[src/hw/rtl/htnr_div.sv]
// ----------------------------------------------------------------------------
// htnr_div
// Division by a constant through a reciprocal multiplication.
// ----------------------------------------------------------------------------
`default_nettype none

module htnr_div #(
	parameter int DVD_W = 9,
	parameter int REM_W = 8,
	parameter int DEN   = 255
) (
	input  logic             clk,
	input  logic             arst_n,
	input  logic             start,
	input  logic [DVD_W-1:0] dividend,
	output logic             done,
	output logic [DVD_W-1:0] quotient,
	output logic [REM_W-1:0] remainder
);

	// The reciprocal is rounded up with enough fraction bits that the quotient
	// is exact for every dividend of DVD_W bits.
	localparam int SHIFT = DVD_W + $clog2(DEN);
	localparam int RW    = SHIFT + 1;
	localparam int PW    = DVD_W + RW;
	localparam longint RECIP = ((longint'(1) << SHIFT) + longint'(DEN) - longint'(1)) /
		longint'(DEN);
	localparam logic [RW-1:0] RECIP_L = RW'(RECIP);
	localparam logic [31:0]   DEN_L   = 32'(DEN);

	logic             step_q;
	logic [DVD_W-1:0] dvd_q;
	logic [DVD_W-1:0] quo_q;
	logic [REM_W-1:0] rem_q;
	logic [PW-1:0]    prod;
	logic [31:0]      back;

	assign prod = PW'(dividend) * PW'(RECIP_L);
	assign back = 32'(quo_q) * DEN_L;

	always_ff @(posedge clk or negedge arst_n) begin
		if (!arst_n) begin
			step_q <= 1'b0;
		end else begin
			step_q <= start;
		end
	end

	always_ff @(posedge clk) begin
		if (start) begin
			dvd_q <= dividend;
			quo_q <= prod[SHIFT +: DVD_W];
		end else if (step_q) begin
			rem_q <= REM_W'(dvd_q - back[DVD_W-1:0]);
		end
	end

	assign done      = step_q && !start;
	assign quotient  = quo_q;
	assign remainder = rem_q;

endmodule

`default_nettype wire

[config.mk]
export PLATFORM = sky130hd
export DESIGN_NAME = htnr_div
export DESIGN_NICKNAME = d
export VERILOG_FILES = /design/src/hw/rtl/htnr_div.sv
export SDC_FILE = /design/constraint.sdc
export NUM_CORES = 1
export LEC_CHECK = 0
export ABC_AREA = 1
export BUFFER_PORTS_ARGS = -buffer_cell sky130_fd_sc_hd__buf_2
export CAP_MARGIN = 20
export CORE_AREA = 10 10 70 72
export DETAILED_ROUTE_END_ITERATION = 8
export DIE_AREA = 0 0 80 82
export PLACE_DENSITY = 0.7
export SYNTH_ARGS = -nofsm -noshare
export SYNTH_HDL_FRONTEND = slang
export SYNTH_SLANG_ARGS = --single-unit
[constraint.sdc]
create_clock -name clk -period 3.2 [get_ports clk]
set_input_delay 0.64 -clock clk [delete_from_list [all_inputs] [get_ports clk]]
set_output_delay 0.64 -clock clk [all_outputs]
set_load 0.1 [all_outputs]
==> results of run 1 <==
flip-flops by register name, indices dropped and copies added, names as in the netlist:
signal and count:
step_q 1, remainder 8, dvd_q 8, quotient 2
layout by cell type (no fill, tap or decap), drive strengths merged:
master / instances
nand2: 41
fa: 8
clkbuf: 3
dfrtp: 1
xor2: 2
nor2: 9
a21boi: 1
o21bai: 1
xnor2: 2
nand3: 7
buf: 23
nand4: 3
inv: 29
ha: 34
nor3: 1
edfxtp: 18
a21o: 2
nand3b: 1
conb: 7
a21oi: 6
clkinv: 4
per-stage QoR:
step,utilization,power (W),instances,area [um2]
6_report,0.523,0.000903,251,1870
5_1_grt,0.523,0.000980,251,1870
4_1_cts,0.523,0.000918,251,1870
3_5_place_dp,0.515,0.000794,247,1840
3_3_place_gp,0.515,0.000785,247,1840
2_1_floorplan,-,0.000725,183,1720
metal layers:
metal	vias to the layer above	wire [um]	GRT usage	part of all wire
li1	613	-	-	-
met1	507	998	0.0873	0.38
met2	18	1430	0.165	0.55
met3	2	147	0.0186	0.056
met4	0	41	0.0528	0.016
met5	-	0	0	0
Yosys cell counts, drive strengths merged:
| library cell | n |
|---|---|
| o21bai | 1 |
| conb | 1 |
| inv | 29 |
| nand2 | 41 |
| dfrtp | 1 |
| a21oi | 6 |
| xnor2 | 2 |
| edfxtp | 18 |
| nor3 | 1 |
| nand4 | 3 |
| nand3b | 1 |
| xor2 | 2 |
| nor2 | 9 |
| clkinv | 3 |
| fa | 8 |
| buf | 7 |
| a21o | 2 |
| ha | 34 |
| nand3 | 7 |
| a21boi | 1 |
worst max path at each step:
stage,startpoint,to,slack (ns)
3_3_place_gp,dividend[7],quotient[0]$_DFFE_PP_,0.35
4_1_cts,dividend[7],quotient[0]$_DFFE_PP_,0.62
5_1_grt,dividend[7],quotient[0]$_DFFE_PP_,0.43
2_1_floorplan,quotient[0]$_DFFE_PP_,remainder[4]$_DFFE_PP_,0.19
6_report,dividend[7],quotient[0]$_DFFE_PP_,0.60
3_5_place_dp,dividend[7],quotient[0]$_DFFE_PP_,0.29
kinds of logic after synthesis:
| logic type | share of synthesized area |
|---|---|
| simple gates | 0.157 |
| compound gates | 0.0398 |
| fa+ha+maj | 0.345 |
| buf+inv | 0.102 |
| other cells | 0.00221 |
| flops | 0.333 |
| xor+xnor | 0.0207 |
power by group:
group	switching, W	leakage, nW	internal, W
Sequential	0.00000751	0.185	0.000313
Clock	0.0000744	0.0177	0.0000465
Combinational	0.000331	0.807	0.000130
Total	0.000413	1.01	0.000490
worst max-delay path, cell delays in order:
cell and delay [ns]:
sky130_fd_sc_hd__buf_2 0.11, sky130_fd_sc_hd__inv_1 0.05, sky130_fd_sc_hd__ha_1 0.26, sky130_fd_sc_hd__inv_1 0.04
sky130_fd_sc_hd__ha_1 0.20, sky130_fd_sc_hd__fa_1 0.37, sky130_fd_sc_hd__ha_1 0.19, sky130_fd_sc_hd__ha_1 0.29
sky130_fd_sc_hd__nand2_1 0.06, sky130_fd_sc_hd__nor2_2 0.10, sky130_fd_sc_hd__nand2_1 0.06, sky130_fd_sc_hd__nor2_1 0.10
sky130_fd_sc_hd__nand2_1 0.07, sky130_fd_sc_hd__nand3_1 0.07, sky130_fd_sc_hd__nand2_1 0.05
area by class of cell:
| type | count | area share |
|---|---|---|
| multi-input combinational | 125 | 0.524 |
| sequential | 19 | 0.302 |
| inverter | 32 | 0.0642 |
| timing repair buffer | 23 | 0.0628 |
| tap | 48 | 0.0321 |
| clock buffer | 3 | 0.0120 |
| clock inverter | 1 | 0.00267 |
==> impl_metrics.csv, run 1 <==
group,metric,value,unit
logic_synthesis,postSynthAreaPerCell,9.59,um2
timing,setup_viol,0,
final_layout,number_of_nets_in_the_finished_design,258,
logic_synthesis,synth.yosys.seq_area_share,0.333,
timing,rsz0062_at_grt,"false",
place,pre_cts_ws,0.294,ns
clock_tree,tritoncts,"yes",
logic_synthesis,yosys.area.top_type,"sky130_fd_sc_hd__edfxtp_1",
critical_path,worst-endpoint-arrival,2.66,ns
global_routing,gr-usage-all-layers,0.0878,
routing,ant_nets,0,
place,gp_congestion,0.867,
clock_tree,ctsHoldBuffers,0,
clock_tree,cts_setup_buffers,0,
global_routing,grt_first_pass_wirelength,4550,um
critical_path,crit_path_end_kind,"flop",
timing,final_hold_violation_count,0,
final_layout,area_grow_syn2layout,10.3,%
power,worst_vdd_drop,0.116,mV
floorplanning,die_area,0.00656,mm2
critical_path,timing.reg2reg.worst_path_depth,8,
logic_synthesis,ys_ff_latch,19,
power,leakage,1.01,nW
final_layout,insertedDiodeCount,0,
place,place.port_buffers,22,
routing,wire_per_inst,10.4,um
floorplanning,die_w,80,um
clock_tree,clk_pin_slew,0.11,ns
global_routing,grt_pass1_vias,1079,
final_layout,drive_gt1_frac,0.182,
clock_tree,insertion_delay,0.29,ns
timing,fin_worst_skew,0.00643,ns
global_routing,grt_max_degree,13,
final_layout,seqCellArea,566,um2
logic_synthesis,netlist-cell-type-count,25,
run,number_of_max_capacitance_violations_reported,0,
global_routing,antenna_found_initial,0,
critical_path,r2r_setup_slack,0.80,ns
logic_synthesis,synthesis.instances,177,
floorplanning,rows,22,
routing,vias,1140,
clock_tree,cts-buffers-inserted,3,
timing,maxClockFrequency,384,MHz
floorplanning,initial_utilization,0.474,
timing,postLayoutSetupSlackWorst,0.597,ns
place,detailedPlacementHpwl,2350,um
routing,first_pass_iters,4,
timing,finalCriticalPeriod,2.60,ns
floorplanning,die_h,82,um
critical_path,worst_r2r_startpoint,"quotient[0]$_DFFE_PP_",
logic_synthesis,synth_area_leaders,"sky130_fd_sc_hd__edfxtp_1 (32%), sky130_fd_sc_hd__ha_1 (25%), sky130_fd_sc_hd__fa_1 (9.4%)",
logic_synthesis,synth_top_area_share,0.319,
routing,finalWirelength,2620,um
logic_synthesis,netlist_area,0.00170,mm2
timing,finalHoldWorstSlack,0.0902,ns
clock_tree,cts-root-buf,"sky130_fd_sc_hd__clkbuf_4",
global_routing,grt-ovfl-total,0,
floorplanning,placeableCoreArea,0.00358,mm2
clock_tree,clock_path_buffers,2,
critical_path,crit_fanout,4,
status,run_status,"finished, final reports clean",
clock_tree,cts_repair_resize_count,0,
power,pwr_density_cell,482,mW/mm2
critical_path,reg2reg_to,"remainder[7]$_DFFE_PP_",
final_layout,multiInputGateArea,981,um2
critical_path,timing.critical_path.required,3.26,ns
clock_tree,ctsHtreeMaxLevel,1,
routing,remaining_drc_errors,0,
timing,timing.setup.tns,0,ns
routing,viasPerCell,4.54,
critical_path,critPathLaunchType,"primary input",
clock_tree,clock_sink_count,19,
min_path,worstHoldPathType,"primary input to asynchronous set/reset pin",
routing,detailedRoute.firstIterationViolations,28,
floorplanning,design.portCount,30,
final_layout,n_fill_cell,333,
logic_synthesis,number_of_synthesis_warnings,0,
timing,finalCritPeriodShare,0.813,
critical_path,timing_worst_setup_path_type,"primary input to flop",
timing,drv_slew,0,
No activity file was read; power rests on OpenSTA's default activity.
==> run 2: changes to the inputs <==
--- a/config.mk
+++ b/config.mk
@@ -11,7 +11,7 @@
 export CORE_AREA = 10 10 70 72
 export DETAILED_ROUTE_END_ITERATION = 8
 export DIE_AREA = 0 0 80 82
-export PLACE_DENSITY = 0.7
+export PLACE_DENSITY = 0.73
 export SYNTH_ARGS = -nofsm -noshare
 export SYNTH_HDL_FRONTEND = slang
 export SYNTH_SLANG_ARGS = --single-unit
==> constraint.sdc (replaced) <==
create_clock -name clk -period 2.3 [get_ports clk]
set_input_delay 0.46 -clock clk [delete_from_list [all_inputs] [get_ports clk]]
set_output_delay 0.46 -clock clk [all_outputs]
set_load 0.1 [all_outputs]
==> impl_metrics.csv, run 2 (synthesized netlist as in run 1, its figures left out) <==
group,metric,value,unit
timing,fin_worst_skew,0.00749,ns
clock_tree,clk_pin_slew,0.11,ns
critical_path,critical_path.most_common_cell,"sky130_fd_sc_hd__ha_4",
final_layout,most_common_library_cell_in_the_layout_ignoring_fill_and_taps,"sky130_fd_sc_hd__nand2_1",
clock_tree,cts-buffers-inserted,3,
place,place.port_buffers,22,
critical_path,critPathLaunchType,"primary input",
routing,vias,1229,
critical_path,r2r_setup_slack,0.16,ns
global_routing,gr-usage-all-layers,0.101,
final_layout,n_fill_cell,325,
place,detailedPlacementHpwl,2670,um
final_layout,final_design_utilization,0.600,
critical_path,worst_path_cell_with_the_longest_stage_delay,"sky130_fd_sc_hd__fa_2",
floorplanning,placeableCoreArea,0.00358,mm2
clock_tree,clock_path_buffers,2,
floorplanning,die_w,80,um
place,place_inst,261,
final_layout,instances_no_fill,266,
clock_tree,ctsHtreeMaxLevel,1,
timing,maxClockFrequency,446,MHz
clock_tree,tritoncts,"yes",
power,worst_vdd_drop,0.248,mV
clock_tree,cts_setup_buffers,0,
routing,first_pass_iters,4,
status,run_status,"finished, final reports clean",
place,gp_congestion,0.877,
floorplanning,initial_utilization,0.474,
critical_path,timing.critical_path.required,2.37,ns
critical_path,timing_worst_setup_path_type,"primary input to flop",
critical_path,crit_fanout,3,
run,number_of_max_capacitance_violations_reported,0,
critical_path,worst_r2r_startpoint,"quotient[1]$_DFFE_PP_",
global_routing,grt_pass1_vias,1195,
routing,remaining_drc_errors,0,
place,detailed_place.area,0.00209,mm2
power,leakage,1.08,nW
final_layout,post-route-cell-area,0.00215,mm2
floorplanning,rows,22,
clock_tree,clock_sink_count,19,
floorplanning,design.portCount,30,
routing,ant_nets,0,
timing,finalCritPeriodShare,0.975,
routing,viasPerCell,4.62,
critical_path,worstPathCellList,"buf_12 -> inv_8 -> ha_4 -> inv_2 -> ha_4 -> fa_2 -> ha_4 -> ha_4 -> nand2_2 -> nor2_2 -> nand2_1 -> nor2_1 -> nand2_1 -> nand3_1 -> nand2_1",
clock_tree,insertion_delay,0.31,ns
final_layout,drive_gt1_frac,0.307,
min_path,worstHoldPathType,"primary input to flop",
final_layout,insertedDiodeCount,0,
timing,final_hold_violation_count,0,
final_layout,layout_common_cells,"sky130_fd_sc_hd__nand2_1 (38), sky130_fd_sc_hd__ha_1 (25), sky130_fd_sc_hd__inv_1 (21)",
floorplanning,die_h,82,um
critical_path,worst-endpoint-arrival,2.31,ns
timing,finalCriticalPeriod,2.24,ns
routing,detailedRoute.firstIterationViolations,53,
global_routing,grt_first_pass_wirelength,5220,um
critical_path,crit_path_end_kind,"flop",
global_routing,antenna_found_initial,0,
timing,setup_viol,0,
clock_tree,cts-root-buf,"sky130_fd_sc_hd__clkbuf_4",
final_layout,area_grow_syn2layout,26.5,%
timing,drv_slew,0,
critical_path,worst_setup_path_startpoint,"dividend[7]",
timing,finalHoldWorstSlack,0.379,ns
global_routing,grt_max_degree,12,
timing,rsz0062_at_grt,"true",
min_path,worst_hold_startpoint,"dividend[3]",
routing,finalWirelength,3020,um
power,pwr_density_cell,638,mW/mm2
routing,wire_per_inst,11.4,um
timing,timing.setup.tns,0,ns
critical_path,max_stage_delay,0.40,ns
final_layout,number_of_nets_in_the_finished_design,273,
floorplanning,die_area,0.00656,mm2
global_routing,grt-ovfl-total,0,
==> run 2: changes by cell type in the layout (fill, tap and decap cells not counted), sizes merged <==
| cell | previous run | this run |
|---|---|---|
| buf | 23 | 37 |
| clkbuf | 3 | 4 |
| clkinv | 4 | 3 |
| dlygate4sd3 | 0 | 1 |
==> run 2: worst max-delay path: cells and delay by family <==
family | cells | cell delay (ns)
adders and majority gates | 5 | 1.22
buffers and inverters | 3 | 0.16
and+or+nand+nor | 7 | 0.47
==> run 2: final timing paths <==
path	depth (start not counted)	endpoint
max in group asynchronous	2	step_q$_DFF_PN0_
min in group asynchronous	2	step_q$_DFF_PN0_
min reg2reg	4	remainder[7]$_DFFE_PP_
max	15	quotient[0]$_DFFE_PP_
max reg2reg	8	remainder[7]$_DFFE_PP_
min	1	dvd_q[3]$_DFFE_PP_
==> run 2: routing by layer <==
| metal | track usage | wire length, um |
|---|---|---|
| met1 | 0.119 | 1320 |
| met2 | 0.172 | 1460 |
| met3 | 0.0131 | 168 |
| met4 | 0.0634 | 76 |
| met5 | 0 | 0 |
==> run 2: layout make-up <==
type / count / area (um2) / area share
multi-input cells: 125 / 1090 / 0.510
repair buffers: 38 / 269 / 0.125
clock buffers: 4 / 26.3 / 0.0122
flip-flops and latches: 19 / 566 / 0.264
inverters: 32 / 130 / 0.0606
well taps: 48 / 60.1 / 0.0280
==> run 2: report_power, final <==
group | switching (W) | leakage (nW) | internal (W)
logic | 0.000494 | 0.885 | 0.000255
clock network | 0.000106 | 0.0150 | 0.0000678
registers | 0.0000114 | 0.185 | 0.000436
==> run 2: per-stage QoR <==
step,worst slack (ns),power (W)
floorplan,-0.403,0.00107
global placement,-0.328,0.00120
detailed placement,-0.383,0.00120
CTS,0.0197,0.00138
global route,-0.0145,0.00148
finish,0.0574,0.00137
==> run 2: what timing repair did <==
| action | in CTS | in global routing |
|---|---|---|
| hold buffers | 1 | 0 |
| pin swaps | 1 | 10 |
| endpoints found under the setup margin | 1 | 1 |
| gates resized for setup | 1 | 6 |
| hold endpoints to repair | 1 | 0 |
==> run 3: changes to the inputs <==
--- a/config.mk
+++ b/config.mk
@@ -11,7 +11,7 @@
 export CORE_AREA = 10 10 70 72
 export DETAILED_ROUTE_END_ITERATION = 8
 export DIE_AREA = 0 0 80 82
-export PLACE_DENSITY = 0.73
+export PLACE_DENSITY = 0.7
 export SYNTH_ARGS = -nofsm -noshare
 export SYNTH_HDL_FRONTEND = slang
 export SYNTH_SLANG_ARGS = --single-unit
==> constraint.sdc (replaced) <==
create_clock -name clk -period 2.2 [get_ports clk]
set_input_delay 0.44 -clock clk [delete_from_list [all_inputs] [get_ports clk]]
set_output_delay 0.44 -clock clk [all_outputs]
set_load 0.1 [all_outputs]
==> impl_metrics.csv, run 3 (synthesized netlist as in run 1, its figures left out) <==
group,metric,value,unit
critical_path,r2r_setup_slack,0.06,ns
clock_tree,insertion_delay,0.29,ns
floorplanning,placeableCoreArea,0.00358,mm2
routing,wire_per_inst,12.7,um
place,pre_cts_ws,-0.490,ns
clock_tree,clock_path_buffers,2,
status,run_status,"finished with violations",
critical_path,crit_fanout,3,
critical_path,max_stage_delay,0.37,ns
clock_tree,clk_pin_slew,0.10,ns
timing,finalCritPeriodShare,1.00,
final_layout,area_grow_syn2layout,31.6,%
floorplanning,initial_utilization,0.474,
timing,fin_worst_skew,0.00365,ns
critical_path,worstPathCellList,"buf_8 -> inv_8 -> ha_4 -> inv_2 -> ha_4 -> fa_2 -> ha_4 -> ha_4 -> nand2_2 -> nor2_2 -> nand2_1 -> nor2_1 -> nand2_1 -> nand3_1 -> nand2_1",
floorplanning,design.portCount,30,
timing,finalCriticalPeriod,2.20,ns
global_routing,grt.met3_usage,0.0218,
global_routing,antenna_found_initial,0,
timing,timing.setup.tns,-0.00401,ns
global_routing,grt_use_met2,0.199,
min_path,worstHoldPathType,"primary input to flop",
critical_path,worstSetupPathDepth,15,
power,worst_vdd_drop,0.222,mV
critical_path,worst-endpoint-arrival,2.26,ns
global_routing,met1_usage,0.108,
floorplanning,die_area,0.00656,mm2
routing,finalWirelength,3440,um
place,place_inst,263,
timing,final_hold_violation_count,0,
power,total_power,0.00148,W
clock_tree,tritoncts,"yes",
critical_path,timing.critical_path.required,2.26,ns
place,gp_congestion,0.881,
global_routing,grt-ovfl-total,0,
final_layout,instances_no_fill,271,
routing,ant_nets,0,
routing,remaining_drc_errors,0,
clock_tree,cts-root-buf,"sky130_fd_sc_hd__clkbuf_4",
final_layout,drive_gt1_frac,0.368,
run,number_of_max_capacitance_violations_reported,0,
final_layout,most_common_library_cell_in_the_layout_ignoring_fill_and_taps,"sky130_fd_sc_hd__nand2_1",
power,pwr_density_cell,663,mW/mm2
timing,setup_viol,1,
status,violations_in_the_final_reports,"setup timing",
floorplanning,rows,22,
critical_path,timing.critical_path.buf_inv,3,
critical_path,timing_worst_setup_path_type,"primary input to flop",
place,detailedPlacementHpwl,2940,um
global_routing,grt_max_degree,12,
routing,first_pass_iters,4,
global_routing,gr-usage-all-layers,0.108,
routing,vias,1290,
critical_path,critPathLaunchType,"primary input",
critical_path,critPathTopFamily,"adder cells",
routing,detailedRoute.firstIterationViolations,60,
critical_path,worst_path_cell_with_the_longest_stage_delay,"sky130_fd_sc_hd__fa_2",
critical_path,critical_path.most_common_cell,"sky130_fd_sc_hd__ha_4",
min_path,worstHoldPathCells,1,
global_routing,globalRoute.busiestLayer,"met2",
global_routing,grt_first_pass_wirelength,5720,um
floorplanning,die_h,82,um
floorplanning,die_w,80,um
critical_path,crit_path_end_kind,"flop",
critical_path,timing.reg2reg.worst_path_depth,7,
clock_tree,ctsHtreeMaxLevel,1,
timing,postLayoutSetupSlackWorst,-0.00401,ns
final_layout,layout_common_cells,"sky130_fd_sc_hd__nand2_1 (36), sky130_fd_sc_hd__inv_1 (21), sky130_fd_sc_hd__buf_4 (20)",
global_routing,grt_pass1_vias,1364,
timing,maxClockFrequency,454,MHz
timing,rsz0062_at_grt,"true",
final_layout,number_of_nets_in_the_finished_design,278,
final_layout,final_design_utilization,0.624,
clock_tree,clock_sink_count,19,
timing,drv_slew,0,
place,place.port_buffers,22,
routing,viasPerCell,4.76,
power,leakage,1.10,nW
final_layout,insertedDiodeCount,0,
clock_tree,cts-buffers-inserted,3,
run 3: what timing repair did:
action	CTS	global route
setup endpoints to repair	1	4
resized for setup	4	12
hold buffers	1	0
setup buffers	0	3
hold endpoints to repair	1	0
pin swaps	6	13
run 3: through the flow:
step                hold slack, ns  instance area, um2
finish                       0.406                2230
global route                 0.374                2230
CTS                          0.393                2150
detailed placement           0.218                2100
global placement             0.217                2100
floorplan                    0.144                1840
run 3: final cells by class:
cell class,count,area [um2]
Multi-Input combinational cell,125,1150
Timing Repair Buffer,43,302
Fill cell,295,1350
Tap cell,48,60.1
Sequential cell,19,566
Clock buffer,4,26.3
Inverter,32,130
run 3: report_power, final:
part / switching [W] / internal, W / total (W) / leakage (nW)
registers: 0.0000120 / 0.000456 / 0.000468 / 0.185
logic: 0.000544 / 0.000298 / 0.000842 / 0.899
clock network: 0.000101 / 0.0000704 / 0.000171 / 0.0150
total: 0.000656 / 0.000824 / 0.00148 / 1.10
run 3: layer usage:
metal | share of wire | up-vias | routed length (um)
li1 | - | 651 | -
met2 | 0.55 | 36 | 1880
met3 | 0.049 | 8 | 168
met4 | 0.030 | 0 | 103
met1 | 0.38 | 595 | 1290
met5 | 0 | - | 0
run 3: final timing paths:
path                                        from                endpoint
setup / recovery                     dividend[7]   quotient[0]$_DFFE_PP_
hold / removal                       dividend[0]      dvd_q[0]$_DFFE_PP_
setup reg to reg           quotient[1]$_DFFE_PP_  remainder[4]$_DFFE_PP_
hold reg to reg               dvd_q[7]$_DFFE_PP_  remainder[7]$_DFFE_PP_
max in group asynchronous                 arst_n        step_q$_DFF_PN0_
min in group asynchronous                 arst_n        step_q$_DFF_PN0_
